### src/rtl/pfrr_pkg.sv
`timescale 1ns / 1ps

package pfrr_pkg;

    // Fixed result field widths
    localparam int PAGE_FIELD_W  = 12;
    localparam int FRAME_FIELD_W = 8;

    typedef enum logic [2:0] {
        CMD_SWAP_OUT = 3'd0,
        CMD_TLB_DEL  = 3'd1,
        CMD_SWAP_IN  = 3'd2,
        CMD_TLB_ADD  = 3'd3,
        CMD_ERROR    = 3'd4
    } cmd_t;

    typedef struct packed {
        cmd_t                     command;
        logic [PAGE_FIELD_W-1:0]  virtual_page;
        logic [FRAME_FIELD_W-1:0] physical_frame;
        logic                     last;
    } out_item_t;

endpackage

### src/rtl/pfrr_front.sv
`timescale 1ns / 1ps

module pfrr_front import pfrr_pkg::*; #(
    parameter int VIRTUAL_PAGES = 4096,
    parameter int PAGE_SHIFT    = 12
) (
    input  logic                              s_tvalid,
    output logic                              s_tready,
    input  logic [31:0]                       s_tdata,
    input  logic [31:0]                       virtual_base,
    input  logic                              enable,
    output logic                              push_valid,
    input  logic                              push_ready,
    output logic [$clog2(VIRTUAL_PAGES):0]    push_data   // {error, page}
);

    localparam int VW = $clog2(VIRTUAL_PAGES);

    logic [32:0] diff;
    logic [31:0] page_wide;
    logic        borrow;
    logic        out_of_range;

    // Offset from window base; borrow means address below base
    assign diff         = {1'b0, s_tdata} - {1'b0, virtual_base};
    assign borrow       = diff[32];
    assign page_wide    = diff[31:0] >> PAGE_SHIFT;
    assign out_of_range = borrow || (page_wide >= 32'(VIRTUAL_PAGES));

    assign push_data  = {out_of_range, page_wide[VW-1:0]};
    assign push_valid = s_tvalid && enable;
    assign s_tready   = push_ready && enable;

endmodule

### config.mk
export PLATFORM = sky130hd
export DESIGN_NAME = pfrr_front
export DESIGN_NICKNAME = d
export VERILOG_FILES = /design/src/rtl/pfrr_pkg.sv /design/src/rtl/pfrr_front.sv
export SDC_FILE = /design/constraint.sdc
export NUM_CORES = 1
export LEC_CHECK = 0
export BUFFER_PORTS_ARGS = -buffer_cell sky130_fd_sc_hd__buf_2
export CORE_MARGIN = 5
export CORE_UTILIZATION = 26
export DETAILED_ROUTE_END_ITERATION = 10
export PLACE_DENSITY = 0.49
export RECOVER_POWER = 25
export SLEW_MARGIN = 40
export SYNTH_ARGS = -nofsm -noshare
export SYNTH_HDL_FRONTEND = slang
export SYNTH_SLANG_ARGS = --single-unit
export TNS_END_PERCENT = 1
### constraint.sdc
create_clock -name vclk -period 6.45
set_clock_uncertainty 0.2 [all_clocks]
set_input_delay 0.9675 -clock vclk [all_inputs]
set_output_delay 0.9675 -clock vclk [all_outputs]
set_load 0.02 [all_outputs]
==> reports/metrics.csv <==
stage,metric,value,unit
outcome,outcome,completed,
placed_design,Final HPWL DP,4369,um
timing,Final Cycle Share,70.13,%
final_layout,fin area,2120,um^2
setup_path,kind of critical path,in -> out,
clock_tree,post-CTS resize count,0,
grt,global-route wire length before repair,8017,um
timing,Final Hold Viols,0,
hold_path,hold path cells,3,
yosys,Post-Syn Instances,247,
power_and_ir_drop,Final Power,0.2127,mW
drt,first drt pass iteration count,4,
drt,total wire length,4871,um
final_layout,"most common cell after layout, fill and taps aside",buf_2,
drt,DRC errors left,0,
yosys,post-synth cell types,52,
placed_design,Placed Cells,401,
power_and_ir_drop,VDD IR max,48.78,uV
timing,RSZ-0062 raised after global routing,no,
timing,Final TNS setup,0,ps
drt,Wirelength per Cell,12.15,um
final_layout,register area,0,um^2
yosys,Area contributors post-synth,"ha_1 (24%), inv_1 (7.8%), a21oi_1 (7.3%), nand2_1 (5.5%), xor2_1 (4.8%)",
hold_path,Hold Startpoint,enable,
setup_path,"critical path, cell by cell","buf_2, inv_1, ha_1, o21ai_1, o21ai_1, o2111ai_1, and2_1, o31ai_1, mux2i_1, nor4_1, nand4_1, buf_2",
yosys,Yosys Warn Count,0,
die,IO Pins,82,
final_layout,clkbuf count,0,
yosys,syn avg cell area,6.651,um^2
placed_design,GPL Wtd Cong,0.8569,
die,Initial Utilization,26.32,%
yosys,Post-Synth Simple-Gate Area,22.92,%
yosys,Compound-Gate Fraction of Synth Area,35.95,%
placed_design,PortBufs,82,
yosys,synthesized area,1643,um^2
clock_tree,setup bufs post-CTS,0,
final_layout,most frequent cells in the layout,"buf_2 (79), inv_1 (34), ha_1 (31)",
timing,worst slew pin tran,597.4,ps
hold_path,WHS Endpoint,s_tready,
timing,max-slew violations,0,
die,core area,6241,um^2
setup_path,"Slowest-stage cell, CP",o31ai_1,
final_layout,layout cells sized above 1,29.01,%
yosys,Mapped Nets,345,
timing,Fmax,0.2211,GHz
grt,largest net degree at the start of global routing,9,
timing,Final Setup Violations,0,
yosys,share of the synthesized area in the top cell type,23.61,%
setup_path,WP data arrival,3360,ps
setup_path,CP max FO,6,
grt,vias in the first global route,1842,
yosys,largest family of logic cells by synthesized area,compound AO/OA/AOI/OAI gates,
drt,initial DRC count,103,
die,row cnt,29,
final_layout,ANT cells,0,
die,Chip Width,89.49,um
die,Die H,89.49,um
placed_design,DP Worst Slack,1980,ps
timing,Slew Limit Headroom,59.84,%
timing,final worst slack,1927,ps
final_layout,FFs & Latches,0,
yosys,XOR/XNOR Fraction of Synth Area,6.931,%
hold_path,worst min path class,in -> out,
yosys,adder-cell share of the synthesized area,23.61,%
yosys,"Seq/Total Area, Yosys",0,%
drt,Vias/cell,4.908,
yosys,dominant cell type by area after synthesis,ha_1,
job,maxcap violations,0,
clock_tree,hold_buf cts,0,
grt,initial antenna violation count,0,
drt,Vias,1968,
yosys,mux contribution to synthesized area,1.219,%
power_and_ir_drop,Leak,1.132,nW
grt,GRT overflow,0,
die,Die Area,8008,um^2
setup_path,CP Capture Type,primary output,
setup_path,WP data required,5280,ps
final_layout,"non-filler cells, final",401,
placed_design,placed cell areas,2123,um^2
setup_path,CP peak stage delay,530,ps
final_layout,area grow syn2layout,29.02,%
timing,post-layout min period,4523,ps
setup_path,Startpoint Class,primary input,
power_and_ir_drop,pwr dens,100.3,nW/um^2
grt,Total GRT Usage,11.86,%
drt,post-route ant nets,0,
final_layout,final net count,424,
## logic make-up (layout without fill, tap and decap cells)
group,count (synthesis),in the layout
compound gates,85,85
xor+xnor,13,13
fa+ha+maj,31,31
buf+inv,39,116
mux,2,2
simple gates,77,77
## layer usage
layer / up-vias / track usage, % / routed length [um] / part of all wire, %
met4: 0 / 0.8119 / 28 / 0.57
met2: 52 / 19.29 / 2132 / 44
met5: - / 0 / 0 / 0
li1: 1053 / - / - / -
met1: 859 / 17.80 / 2414 / 50
met3: 4 / 0.7373 / 296 / 6.1
## synthesized netlist by cell type (2+ instances only)
library cell	instances
inv_1	34
ha_1	31
a21oi_1	24
nand2_1	24
nor2_1	18
o21ai_0	12
xor2_1	9
a211oi_1	7
nor3_1	7
a21o_1	6
nand3_1	6
o211ai_1	5
and2_1	4
nand4_1	4
o21a_1	4
xnor2_1	4
a211o_1	3
buf_2	3
o21ai_1	3
a41o_1	2
and3_1	2
mux2i_1	2
nand2b_1	2
o21ai_2	2
or2_2	2
## how the worst max path moves through the flow
stage	from	end	slack (ps)	cells past startpoint
finish	virtual_base[13]	push_data[12]	1930	12
global route	virtual_base[24]	push_data[12]	1740	11
CTS	s_tdata[16]	push_data[12]	1950	11
detailed placement	s_tdata[16]	push_data[12]	1980	11
global placement	s_tdata[16]	push_data[12]	1940	11
floorplan	virtual_base[16]	push_data[12]	2370	11
## worst max-delay path, delay by kind of cell
| kind | cells | cell delay, ps |
|---|---|---|
| mux | 1 | 160 |
| compound gates | 4 | 880 |
| buf+inv | 3 | 290 |
| fa+ha+maj | 1 | 370 |
| simple gates | 3 | 670 |
## layout make-up
class                      count  area (um^2)
multi-input combinational    208         1489
fill                         702         4121
tap                           77        96.34
inverter                      34        127.6
timing repair buffer          82        406.6
## power by group
group          internal [mW]  switching (mW)  total (mW)
sequential                 0               0           0
clock                      0               0           0
combinational         0.0895           0.123       0.213
total                 0.0895           0.123       0.213
## stage by stage
| step | hold slack [ps] | utilization, % |
|---|---|---|
| after floorplan | 1918 | - |
| after global placement | 2061 | 34.02 |
| after detailed placement | 2068 | 34.02 |
| after CTS | 2068 | 34.02 |
| after global routing | 2143 | 33.96 |
| final | 2116 | 33.96 |
Note: power is estimated with default switching activity, not from simulation.
