$ cat src/rtl/pfrr_pkg.sv
`timescale 1ns / 1ps

package pfrr_pkg;

    // Fixed result field widths
    localparam int PAGE_FIELD_W  = 12;
    localparam int FRAME_FIELD_W = 8;

    typedef enum logic [2:0] {
        CMD_SWAP_OUT = 3'd0,
        CMD_TLB_DEL  = 3'd1,
        CMD_SWAP_IN  = 3'd2,
        CMD_TLB_ADD  = 3'd3,
        CMD_ERROR    = 3'd4
    } cmd_t;

    typedef struct packed {
        cmd_t                     command;
        logic [PAGE_FIELD_W-1:0]  virtual_page;
        logic [FRAME_FIELD_W-1:0] physical_frame;
        logic                     last;
    } out_item_t;

endpackage

$ cat src/rtl/pfrr_fifo.sv
`timescale 1ns / 1ps

module pfrr_fifo import pfrr_pkg::*; #(
    parameter int WIDTH = 13
) (
    input  logic             aclk,
    input  logic             aresetn,
    input  logic             push_valid,
    output logic             push_ready,
    input  logic [WIDTH-1:0] push_data,
    output logic             pop_valid,
    input  logic             pop_ready,
    output logic [WIDTH-1:0] pop_data
);

    localparam int DEPTH = 2;

    logic [WIDTH-1:0] entry_reg [DEPTH];
    logic             wr_ptr_reg, wr_ptr_next;
    logic             rd_ptr_reg, rd_ptr_next;
    logic [1:0]       count_reg, count_next;
    logic             do_push, do_pop;

    assign push_ready = (count_reg != 2'(DEPTH));
    assign pop_valid  = (count_reg != 2'd0);
    assign pop_data   = entry_reg[rd_ptr_reg];
    assign do_push    = push_valid && push_ready;
    assign do_pop     = pop_valid && pop_ready;

    always_comb begin
        wr_ptr_next = do_push ? ~wr_ptr_reg : wr_ptr_reg;
        rd_ptr_next = do_pop  ? ~rd_ptr_reg : rd_ptr_reg;
        count_next  = count_reg + 2'(do_push) - 2'(do_pop);
    end

    always_ff @(posedge aclk) begin
        if (!aresetn) begin
            wr_ptr_reg <= 1'b0;
            rd_ptr_reg <= 1'b0;
            count_reg  <= 2'd0;
        end else begin
            wr_ptr_reg <= wr_ptr_next;
            rd_ptr_reg <= rd_ptr_next;
            count_reg  <= count_next;
        end
    end

    always_ff @(posedge aclk) begin
        if (do_push) begin
            entry_reg[wr_ptr_reg] <= push_data;
        end
    end

endmodule

$ cat config.mk
export PLATFORM = sky130hd
export DESIGN_NAME = pfrr_fifo
export DESIGN_NICKNAME = d
export VERILOG_FILES = /design/src/rtl/pfrr_pkg.sv /design/src/rtl/pfrr_fifo.sv
export SDC_FILE = /design/constraint.sdc
export NUM_CORES = 1
export LEC_CHECK = 0
export BUFFER_PORTS_ARGS = -buffer_cell sky130_fd_sc_hd__buf_2
export CAP_MARGIN = 20
export CORE_ASPECT_RATIO = 1.2
export CORE_UTILIZATION = 45
export CTS_CLUSTER_SIZE = 40
export DETAILED_ROUTE_END_ITERATION = 16
export PLACE_DENSITY_LB_ADDON = 0.15
export SLEW_MARGIN = 40
export SYNTH_ARGS = -nofsm -noshare
export SYNTH_HDL_FRONTEND = slang
export SYNTH_SLANG_ARGS = --single-unit
$ cat constraint.sdc
create_clock -name aclk -period 3.02 [get_ports aclk]
set_input_delay 0.755 -clock aclk [delete_from_list [all_inputs] [get_ports aclk]]
set_output_delay 0.755 -clock aclk [all_outputs]
set_load 0.03 [all_outputs]
==> flow_metrics.tcl, run 1 <==
set metrics [dict create \
    status "completed" \
    ys_ff_latch 31 \
    final_max_slew_viol_count 0 \
    wl_per_cell_um 12.12 \
    syn_to_final_growth_pct 20.36 \
    layout_setup_ws_ps 677.8 \
    io_pins 32 \
    die_width_um 48.62 \
    cp_max_fo 13 \
    num_rows 19 \
    start_util 0.4937 \
    setup_viol 0 \
    numCtsBuffers 5 \
    portBuffers 31 \
    tightest_slew_ps 593.2 \
    cp_slowest_stage_delay_ps 690 \
    vias_per_cell 4.776 \
    p_leak_nw 0.5517 \
    clkSinkCount 31 \
    end_kind "primary output" \
    clk_pin_slew_ps 80 \
    largest_reg_flops 26 \
    worstPathArrival_ps 1590 \
    hold_viol_final 0 \
    placed_cell_area_sq_um 1364 \
    post_cts.repair.setup_buffers 0 \
    timing.max_cap.violations 0 \
    finalNetCount 121 \
    hpwl_um 1152 \
    final_area_sq_um 1413 \
    syn_nets 83 \
    p_total_w 0.001191 \
    cts_hold_buf 0 \
    clock_path_buffers 2 \
    relSlewSlack 0.6045 \
    synth_warnings 0 \
    final_layout_size_suffix_gt1_frac 0.5049 \
    ant_nets 0 \
    synth_cell_types 16 \
    critPathTopFamily "flip-flops" \
    grt_use_total 0.1359 \
    setup_tns_ps 0 \
    antenna_found_initial 0 \
    crit_required_ps 2260 \
    path_cells "mux2_2, buf_2" \
    peakVddDrop_mv 0.5471 \
    fin_util 0.5942 \
    busiest_layer "met2" \
    reg2reg_setup_slack_ps 1390 \
    h-tree-depth 2 \
    grt.met2_usage 0.2242 \
    rsz0062_at_grt "false" \
    syn_area_sq_um 1174 \
    crit_path_top_delay_cell "dfxtp_1" \
    gr-usage-met1 0.1393 \
    path_class "reg -> out" \
    dr.pass1.iters 4 \
    grt_pass1_vias 609 \
    min_period_ps 2342 \
    power_density_nw_per_um2 842.8 \
    critical_path.n_buffers_inverters 1 \
    hold_path.class "reg -> reg" \
    cts_tree "done" \
    grt_pass1_wl_um 2656 \
    ys_seq_area_frac 0.7505 \
    pre_cts_ws_ps 991.9 \
    wl_um 1624 \
    grt_overflow 0 \
    fmax_mhz 427.0 \
    die_area_sq_um 2817 \
    start_kind "flop" \
    clkLatencyLatePin_ps 320 \
    grt_use_met3 0.07087 \
    die_y_um 57.95 \
    cts_resized 0 \
    fin_crit_sh 0.7756 \
    initialDrtViolationCount 11 \
    gp_congestion 0.6164 \
    post_synth_inst_count 64 \
    syn_area_per_cell_sq_um 18.34 \
    drc_errors 0 \
    skew_ps 8.063 \
    core_area_sq_um 2377 \
    grt_start_max_net_pins 14 \
    cts-root-buf "clkbuf_4" \
    vias 640 \
    n_antenna_cell 0 \
]
## cells in the final DEF, fill, tap and decap left out, types with 2 or more instances in the layout
cell / count
buf_2: 31
edfxtp_1: 26
mux2_2: 13
dfxtp_1: 5
clkbuf_4: 5
xnor2_1: 3
clkbuf_1: 3
nand2b_1: 2
nand2_1: 2
nor2b_1: 2
and2_1: 2
ha_1: 2
## report_power, final
part	internal [W]	switching, W
Sequential	0.000541	0.0000447
Clock	0.0000925	0.000119
Combinational	0.000161	0.000232
## kinds of logic after synthesis
kind of cell / share of synthesized area
multiplexers: 0.1333
XOR/XNOR: 0.02239
AND/OR/NAND/NOR: 0.05224
adder cells (fa/ha/maj): 0.02132
buffers and inverters: 0.01279
flip-flops: 0.7505
AO/OA/AOI/OAI: 0.007464
## synthesized netlist by cell type (all sizes together)
master / instances / share of area
edfxtp: 26 / 0.67
nand2: 2 / 0.0064
o21a: 1 / 0.0075
dfxtp: 5 / 0.085
inv: 1 / 0.0032
and3: 1 / 0.0053
or2: 1 / 0.0053
ha: 2 / 0.021
buf: 1 / 0.0096
nor2b: 2 / 0.011
nand2b: 2 / 0.011
nor2: 1 / 0.0032
xnor2: 3 / 0.022
mux2: 13 / 0.12
mux2i: 1 / 0.0085
and2: 2 / 0.011
## routing by layer
layer | share of wire | routed length [um]
met1 | 0.37 | 604
met2 | 0.54 | 883
met3 | 0.070 | 114
met4 | 0.014 | 22
met5 | 0 | 0
## through the flow
step	cells	hold WS (ps)
2_1_floorplan	64	454.9
3_3_place_gp	126	466.8
3_5_place_dp	126	481.6
4_1_cts	134	494.0
5_1_grt	134	531.3
6_report	134	489.4
## worst paths after layout
path / from / to / depth (start not counted)
hold / removal: wr_ptr_reg / wr_ptr_reg / 2
setup reg to reg: count_reg[0] / count_reg[1] / 8
hold reg to reg: wr_ptr_reg / wr_ptr_reg / 2
setup / recovery: flop / pop_data[0] / 2
## tightest hold or removal path, stage by stage (launching register included)
cell and delay (ps):
dfxtp_1 330, nand2_1 60, mux2i_1 60
## area by class of cell
class | count | area, sq um
flip-flops and latches | 31 | 880.8
well taps | 31 | 38.79
multi-input cells | 31 | 277.8
repair buffers | 32 | 162.7
inverters | 1 | 3.754
clock buffers | 8 | 48.80
fillers | 196 | 964.7
Power figures use the tool's default switching activity.
==> run 2: changes to the inputs <==
==> constraint.sdc (replaced) <==
create_clock -name aclk -period 2.4 [get_ports aclk]
set_input_delay 0.6 -clock aclk [delete_from_list [all_inputs] [get_ports aclk]]
set_output_delay 0.6 -clock aclk [all_outputs]
set_load 0.03 [all_outputs]
==> flow_metrics.tcl, run 2 (same netlist as run 1, synthesis figures left out) <==
set metrics [dict create \
    post_cts.repair.setup_buffers 0 \
    grt_overflow 0 \
    grt_pass1_vias 600 \
    power_density_nw_per_um2 1088 \
    cts_tree "done" \
    dr.pass1.iters 4 \
    setup_tns_ps 0 \
    ant_nets 0 \
    start_kind "flop" \
    syn_to_final_growth_pct 22.07 \
    die_y_um 57.95 \
    clk_pin_slew_ps 90 \
    antenna_found_initial 0 \
    hpwl_um 1177 \
    cts_hold_buf 0 \
    p_leak_nw 0.5637 \
    gp_congestion 0.6213 \
    fin_crit_sh 0.9035 \
    core_area_sq_um 2377 \
    finalNetCount 121 \
    clkLatencyLatePin_ps 310 \
    worstPathArrival_ps 1570 \
    end_kind "primary output" \
    cts_resized 0 \
    skew_ps 6.646 \
    num_rows 19 \
    vias 629 \
    path_class "reg -> out" \
    numCtsBuffers 5 \
    cp_max_fo 13 \
    fin_util 0.6026 \
    h-tree-depth 2 \
    die_width_um 48.62 \
    wl_per_cell_um 12.35 \
    pre_cts_ws_ps 536.3 \
    grt_pass1_wl_um 2642 \
    fmax_mhz 461.2 \
    mostFrequentLayoutCell "buf_2" \
    tightest_slew_ps 611.6 \
    start_util 0.4937 \
    crit_required_ps 1800 \
    nFillCells 197 \
    whs_ps 471.0 \
    clock_path_buffers 2 \
    initialDrtViolationCount 8 \
    final_max_slew_viol_count 0 \
    min_period_ps 2168 \
    final_layout_size_suffix_gt1_frac 0.5243 \
    hold_viol_final 0 \
    setup_viol 0 \
    grt_use_total 0.1377 \
    final_cell_mix "buf_2 (31), edfxtp_1 (26), mux2_2 (13), dfxtp_1 (5), clkbuf_4 (5)" \
    clkSinkCount 31 \
    layout_setup_ws_ps 231.6 \
    grt_start_max_net_pins 14 \
    relSlewSlack 0.5923 \
    peakVddDrop_mv 0.5674 \
    hold_path.class "in -> reg" \
    largest_reg_flops 26 \
    n_antenna_cell 0 \
    portBuffers 31 \
    cts-root-buf "clkbuf_4" \
    die_area_sq_um 2817 \
    io_pins 32 \
    status "completed" \
    timing.max_cap.violations 0 \
    drc_errors 0 \
    vias_per_cell 4.694 \
    rsz0062_at_grt "false" \
    wl_um 1655 \
]
-- run 2: cell counts in the layout (fill, tap and decap cells not counted) --
No cell type changed its count.
-- run 2: worst paths after layout --
kind	from	to	slack [ps]	depth (start not counted)
max reg2reg	count_reg[0]	count_reg[1]	760	8
min	push_data[7]	entry_reg[0][7]	470	1
max	flop	pop_data[9]	230	2
min reg2reg	wr_ptr_reg	wr_ptr_reg	490	2
-- run 2: cell type report --
class,count,area [sq um],area share
repair buffers,32,162.7,0.1135
well taps,31,38.79,0.02707
flip-flops and latches,31,880.8,0.6148
inverters,1,3.754,0.002620
clock buffers,8,68.82,0.04804
multi-input cells,31,277.8,0.1939
-- run 2: metal layers --
metal | vias up | share of wire | global-route usage
li1 | 315 | - | -
met1 | 291 | 0.41 | 0.1449
met2 | 19 | 0.53 | 0.2183
met3 | 4 | 0.041 | 0.06299
met4 | 0 | 0.022 | 0.1008
met5 | - | 0 | 0
-- run 2: through the flow --
stage	cells	cell area (sq um)	power, W
after floorplan	64	1174	0.001131
after global placement	126	1364	0.001246
after detailed placement	126	1364	0.001255
after CTS	134	1433	0.001584
after global routing	134	1433	0.001642
final	134	1433	0.001559
-- run 2: worst max-delay path, stage by stage, from the launching register on --
cell	delay, ps
dfxtp_1	680
mux2_2	400
buf_2	180
-- run 2: power by group --
part,total [W],internal [W],switching (W)
sequential,0.000739,0.000681,0.0000578
clock,0.000325,0.000172,0.000153
combinational,0.000494,0.000203,0.000292
